===== src/design/rmoa_pkg.sv =====
// Package for the rotation-matrix-to-angles block: widths, CORDIC table, helpers.
// No dependencies.
package rmoa_pkg;

  localparam int unsigned DefStages   = 16;
  localparam int unsigned TabLen      = 24;
  localparam int unsigned SqrtStages  = 24;  // one root bit per stage
  localparam int unsigned XW          = 47;  // CORDIC x/y datapath width
  localparam int unsigned ZW          = 34;  // angle accumulator width, pi/2^31 units

  localparam logic signed [ZW-1:0] AngHalfPi = ZW'(64'sd1073741824);
  localparam logic signed [ZW-1:0] AngPi     = ZW'(64'sd2147483648);

  typedef enum logic [2:0] {
    BR_POS, BR_NEG, BR_ZPOS, BR_ZNEG, BR_LOCK
  } branch_e;

  typedef struct packed {
    logic signed [15:0] m00, m01, m10, m11, m20, m21, m22;
  } mat_t;

  typedef struct packed {
    logic [15:0]        alpha;
    logic signed [15:0] beta;
    logic signed [15:0] gamma;
  } ang_t;

  function automatic logic signed [ZW-1:0] atan_tab(input int unsigned i);
    logic signed [ZW-1:0] r;
    case (i)
      0: r = ZW'(536870912);   1: r = ZW'(316933406);  2: r = ZW'(167458907);
      3: r = ZW'(85004756);    4: r = ZW'(42667331);   5: r = ZW'(21354465);
      6: r = ZW'(10679838);    7: r = ZW'(5340245);    8: r = ZW'(2670163);
      9: r = ZW'(1335087);     10: r = ZW'(667544);    11: r = ZW'(333772);
      12: r = ZW'(166886);     13: r = ZW'(83443);     14: r = ZW'(41722);
      15: r = ZW'(20861);      16: r = ZW'(10430);     17: r = ZW'(5215);
      18: r = ZW'(2608);       19: r = ZW'(1304);      20: r = ZW'(652);
      21: r = ZW'(326);        22: r = ZW'(163);       23: r = ZW'(81);
      default: r = '0;
    endcase
    return r;
  endfunction

  // round half up to pi/2^15 units, modulo 2^16
  function automatic logic [15:0] to_out(input logic signed [ZW-1:0] z);
    logic signed [ZW-1:0] t;
    t = z + ZW'(32768);
    return t[31:16];
  endfunction

endpackage


===== src/design/rmoa_sqrt.sv =====
// Pipelined integer square root of 2^46 - (256*s)^2, one result bit per stage.
// Uses rmoa_pkg.
module rmoa_sqrt (
  input  logic        clk_i,
  input  logic        en_i,
  input  logic signed [15:0] s_i,
  output logic [23:0] root_o   // registered after the input and root stages
);
  import rmoa_pkg::*;
  localparam int unsigned N = SqrtStages;
  logic [47:0] n_q [N+1];
  logic [23:0] r_q [N+1];
  logic signed [31:0] sw;
  logic [31:0] sq;

  always_comb begin
    sw = 32'(s_i);
    sq = 32'(sw * sw);
  end

  always_ff @(posedge clk_i) begin
    if (en_i) begin
      n_q[0] <= (48'd1 << 46) - {sq, 16'd0};
      r_q[0] <= '0;
    end
  end

  for (genvar k = 0; k < N; k++) begin : g_st
    localparam int unsigned Sh  = 46 - 2*k;
    localparam int unsigned RSh = 48 - 2*k;
    logic [47:0] n_d, r_w;
    logic [47:0] bitv;
    always_comb begin
      bitv = 48'd1 << Sh;
      r_w  = {24'd0, r_q[k]} << RSh;
      n_d  = n_q[k];
      // restoring form: test candidate 2*root*bit + bit^2
      if (n_q[k] >= r_w + bitv) n_d = n_q[k] - (r_w + bitv);
    end
    always_ff @(posedge clk_i) begin
      if (en_i) begin
        n_q[k+1] <= n_d;
        r_q[k+1] <= (n_q[k] >= r_w + bitv) ? {r_q[k][22:0], 1'b1} : {r_q[k][22:0], 1'b0};
      end
    end
  end

  assign root_o = r_q[N];
endmodule


===== config.mk =====
export PLATFORM = sky130hd
export DESIGN_NAME = rmoa_sqrt
export DESIGN_NICKNAME = d
export VERILOG_FILES = /design/src/design/rmoa_pkg.sv /design/src/design/rmoa_sqrt.sv
export SDC_FILE = /design/constraint.sdc
export NUM_CORES = 2
export LEC_CHECK = 0
export ABC_CLOCK_PERIOD_IN_PS = 8650
export BUFFER_PORTS_ARGS = -buffer_cell sky130_fd_sc_hd__buf_2
export CORE_UTILIZATION = 48
export DETAILED_ROUTE_END_ITERATION = 8
export MAX_ROUTING_LAYER = met4
export PLACE_DENSITY = 0.66
export SLEW_MARGIN = 10
export SYNTH_ARGS = -nofsm -noshare
export SYNTH_HDL_FRONTEND = slang
export SYNTH_SLANG_ARGS = --single-unit

===== constraint.sdc =====
create_clock -name clk_i -period 8.65 [get_ports clk_i]
set_clock_uncertainty 0.2 [all_clocks]
set_input_delay 1.73 -clock clk_i [delete_from_list [all_inputs] [get_ports clk_i]]
set_output_delay 1.73 -clock clk_i [all_outputs]
set_load 0.1 [all_outputs]

# After elaboration in Yosys (flattened, before gate mapping)
# Memories as Yosys holds them, arrays and structs flattened.
# Index checks and enable logic that the tools add are counted.
# W data, S select, Z words.
# totals
reg_bits	0
word_cells	125
n_memories	2
latch_bits	0
mem_bits_ro	0
in_bits	18
ram_bits	1800
out_inout_bits	24
# mem_list
memory	words	width	read_ports	rd_ports_with_merged_regs	wr	line_no	rtl
n_q	25	48	24	0	25	rmoa_sqrt.sv:11	logic [47:0] n_q [N+1];
r_q	25	24	25	0	25	rmoa_sqrt.sv:12	logic [23:0] r_q [N+1];
# op_classes
reduce_logical	0
bitwise_logic	0
n_div	0
mul	1
add_sub_neg	48
n_mux	50
eq_ne	0
shifts	0
order_cmp	24
# op_table
operator	n
$mux W48	24
$sub A48 B48 Y48	23
$ge A48 B48 Y1	12
$add A48 B23 Y48 const B	1
$add A48 B25 Y48 const B	1
$add A48 B27 Y48 const B	1
$add A48 B29 Y48 const B	1
$add A48 B31 Y48 const B	1
$add A48 B33 Y48 const B	1
$add A48 B35 Y48 const B	1
$add A48 B37 Y48 const B	1
$add A48 B39 Y48 const B	1
$add A48 B41 Y48 const B	1
$add A48 B43 Y48 const B	1
$add A48 B45 Y48 const B	1
$ge A48 B27 Y1	1
$ge A48 B29 Y1	1
$ge A48 B31 Y1	1
$ge A48 B33 Y1	1
$ge A48 B35 Y1	1
$ge A48 B37 Y1	1
$ge A48 B39 Y1	1
$ge A48 B41 Y1	1
$ge A48 B43 Y1	1
other kinds (18)	43

# Longest topological paths before layout
# An unclocked memory read counts as a cell.
# depth
word_depth	4
depth_mapped	29
mapped_depth_nobuf	27

# Worst setup path after synthesis
# No wires, ideal clock.
# synth_timing
path_kind	input -> register
startpoint	input s_i[4]
endpoint	memory n_q[0][47] (data pin)
setup_time_ps	261
t_arrival_ps	8780
n_path_buf	3
stages	26
slack_ps	-591
t_required_ps	8189
cell_sequence	clkbuf_1 clkbuf_1 nand2_1 fa_1 inv_1 fa_1 fa_1 fa_1 fa_1 inv_1 fa_1 inv_1 ha_1 clkbuf_1 a21oi_1 a21oi_1 a211oi_1 o32a_1 o21bai_1 xor2_1 or4_4 nor4_2 nand4_1 a31o_2 a211oi_2 xnor2_1
# synth_rtl
item	line_no	rtl
start, declared	rmoa_sqrt.sv:6	input logic signed [15:0] s_i,
end, declared	rmoa_sqrt.sv:11	

==> results.json <==
{
  "post-place-cells": 7439,
  "post-route-period-util_pct": 97.1,
  "kind_of_capture_point_of_the_worst_setup_path": "flip-flop",
  "worstPathArrival_ns": 8.60,
  "finalHoldViolations": 0,
  "cts_tree": "built",
  "clk_transition_reported_paths_ns": 0.06,
  "amount_of_wire_on_met2_after_detailed_routing_mm": 64.7,
  "yosys.area_share.simple_pct": 11.4,
  "post_route_cells_drive_above_1_share_pct": 9.10,
  "achievable-frequency_mhz": 119,
  "gp_congestion": 0.873,
  "synth_compound_gate_area_share_pct": 9.22,
  "wl_per_cell_um": 15.7,
  "synth.yosys.seq_area_share_pct": 51.6,
  "post-place-ws_ns": -0.462,
  "fraction_of_synthesized_cell_area_in_xor_and_xnor_cells_pct": 6.77,
  "finish.cell_count_without_fillers": 7654,
  "routed_wirelength_mm": 120,
  "crit_family": "adder cells",
  "boundaryPins": 42,
  "drtPass1Iterations": 5,
  "path_class": "input port to flip-flop",
  "reg2reg_slack_ns": 3.02,
  "routedLengthMet1_mm": 49.0,
  "timing_worst_slew_pin_value_ns": 1.13,
  "synth_cells": 5531,
  "placementRows": 133,
  "flip_flop_and_latch_count_after_synthesis": 1101,
  "synth.lib_cells_used.distinct": 89,
  "final_core_util_pct": 54.5,
  "setup_total_negative_slack_ns": 0,
  "path_depth_of_the_worst_reg2reg_path": 15,
  "worst_hold_path_type": "flip-flop to flip-flop",
  "synth_area_um2": 64100,
  "worstSetupStartpointType": "input port",
  "synthFlopType": "edfxtp_1",
  "first_global_vias": 41500,
  "cts_made_buffers": 115,
  "delay_of_the_slowest_cell_on_the_worst_path_ns": 0.58,
  "setup_viol": 0,
  "critical_path_required_ns": 8.86,
  "route.vias.total": 40400,
  "fp.dieArea_um2": 135000,
  "met3_wirelength_mm": 3.25,
  "avgSynthCellArea_um2": 11.6,
  "fraction_of_synthesis_flops_using_an_asynchronous_set_or_reset_pin_pct": 0,
  "core_area_um2": 132000,
  "reg2reg_to": "n_q[2][177]",
  "vdd_ir_drop_max_mv": 1.41,
  "clock-sinks": 1101,
  "clock-root-buffer": "clkbuf_16",
  "p_leak_uw": 0.0293,
  "htreeDepth": 3,
  "clk_path_buf_depth": 3,
  "io_buffers": 41,
  "place.detailed.hpwl_mm": 90.9,
  "critPathMaxFanout": 9,
  "fin_nets": 6458,
  "crit_path_top_delay_cell": "or4_4",
  "timing.final.ws_setup_ns": 0.255,
  "remaining_drc_errors": 0,
  "synthesis.yosys.warnings": 0,
  "fillers": 11000,
  "mostFrequentLayoutCells": "edfxtp_1, inv_1, ha_1, nand2_1, nor2_1",
  "highest-signal-layer": "met4",
  "vias_per_cell": 5.28,
  "worst_setup_path_startpoint": "s_i[1]",
  "power.density_cell_area_nw_per_um2": 394,
  "post_synth_fa_ha_maj_area_fraction_pct": 15.3,
  "maximum_number_of_pins_on_one_net_before_global_route_repair": 191,
  "global_route.usage.total_pct": 18.6,
  "slew_violations": 0,
  "grt_pass1_wl_mm": 201,
  "maxCapViolations": 0,
  "synth_edf_count": 1101,
  "initial_utilization_pct": 48.6,
  "layout.cells.most_common": "edfxtp_1",
  "post_detailed_route_count_of_antenna_violating_nets": 0,
  "detail_route.iter0.violations": 2245,
  "rsz0062_at_grt": "no",
  "area_growth_syn_to_layout_pct": 12.1,
  "antenna_found_initial": 0,
  "synth_fp_nets": 6186,
  "cp-endpoint": "n_q[0][47]",
  "dieWidth_um": 367,
  "max-slew-margin-rel_pct": 24.9,
  "chipHeight_um": 367,
  "timing.rr.start": "n_q[2][108]",
  "post-route-min-period_ns": 8.40,
  "antenna_cells": 0,
  "path_depth": 26,
  "synth_top_family_by_area": "adder cells",
  "clock_insertion_delay_worst_skew_ns": 0.74,
  "multiplexer_fraction_of_the_synthesized_cell_area_pct": 0.666,
  "critPathBufInv": 6,
  "grt.overflow.total": 0,
  "critical-path-top-cell-by-count": "fa_1",
  "outcome": "finished, final reports clean"
}
==> per-stage QoR <==
stage / total power (uW) / area (um^2) / hold slack [ns]
2_1_floorplan: 17700 / 64200 / 0.217
3_3_place_gp: 22900 / 67800 / 0.226
3_5_place_dp: 23000 / 67800 / 0.229
4_1_cts: 28200 / 71800 / 0.186
5_1_grt: 30600 / 71900 / 0.192
6_report: 28300 / 71900 / 0.184
==> registers in the layout, summed over array words and instances (netlist names), named ones only <==
register	cells
n_q	800
r_q	300
==> report_power, final <==
part	total, uW	internal, uW	switching [uW]
clock network	5020	2950	2070
registers	8010	7410	608
logic	15300	7520	7750
total	28300	17900	10400
==> synthesized netlist by cell type, types with 34 or more instances <==
| cell | count | share of area (%) |
|---|---|---|
| edfxtp_1 | 1101 | 52 |
| inv_1 | 774 | 4.5 |
| ha_1 | 392 | 7.7 |
| nand2_1 | 385 | 2.3 |
| nor2_1 | 342 | 2.0 |
| xnor2_1 | 278 | 3.8 |
| a21oi_1 | 257 | 2.0 |
| o21ai_0 | 253 | 2.0 |
| fa_1 | 245 | 7.7 |
| xor2_1 | 217 | 3.0 |
| nor3_1 | 134 | 1.0 |
| nor4_1 | 102 | 1.0 |
| a21o_1 | 100 | 1.2 |
| clkbuf_1 | 76 | 0.45 |
| nand3_1 | 70 | 0.55 |
| o21a_1 | 68 | 0.80 |
| nand2b_1 | 64 | 0.62 |
| or3_1 | 55 | 0.54 |
| and2_1 | 48 | 0.47 |
| nor2b_1 | 45 | 0.44 |
| o21bai_1 | 45 | 0.53 |
| nand4_1 | 44 | 0.43 |
| mux2_2 | 37 | 0.65 |
| o31ai_1 | 34 | 0.40 |
==> logic make-up (layout without fill, tap and decap cells) <==
family | after synthesis | count (layout)
AND/OR/NAND/NOR | 1455 | 1455
multiplexers | 38 | 38
adder cells (fa/ha/maj) | 637 | 637
flip-flops | 1101 | 1101
XOR/XNOR | 495 | 495
buffers and inverters | 865 | 1233
AO/OA/AOI/OAI | 940 | 940
==> layout make-up <==
class / count / area (um^2) / area share [%]
Inverter: 775 / 2910 / 4.05
Timing Repair Buffer: 245 / 1850 / 2.57
Clock inverter: 82 / 985 / 1.37
Tap cell: 1755 / 2200 / 3.06
Sequential cell: 1101 / 33100 / 46.0
Clock buffer: 131 / 2960 / 4.12
Multi-Input combinational cell: 3565 / 27900 / 38.8
==> worst min-delay path by stage <==
stage / from / to / slack, ns / cells after the start
floorplan: n_q[0][307] / n_q[0][355] / 0.22 / 0
global placement: n_q[1][119] / n_q[1][167] / 0.23 / 0
detailed placement: n_q[1][117] / n_q[1][165] / 0.23 / 0
CTS: n_q[0][180] / n_q[0][228] / 0.19 / 0
global route: n_q[0][180] / n_q[0][228] / 0.19 / 0
finish: n_q[0][180] / n_q[0][228] / 0.18 / 0
==> layer usage <==
layer	global-route usage (%)	vias to the layer above
li1	-	20000
met1	20.5	19600
met2	34.6	587
met3	2.13	226
met4	6.17	0
met5	-	-
==> timing repair <==
action / in CTS / in global routing
endpoints found under the setup margin: 0 / 1
buffers inserted: 0 / 2
gates resized for setup: 0 / 23
hold buffers: 0 / 0
Note: power is estimated with default switching activity, not from simulation.
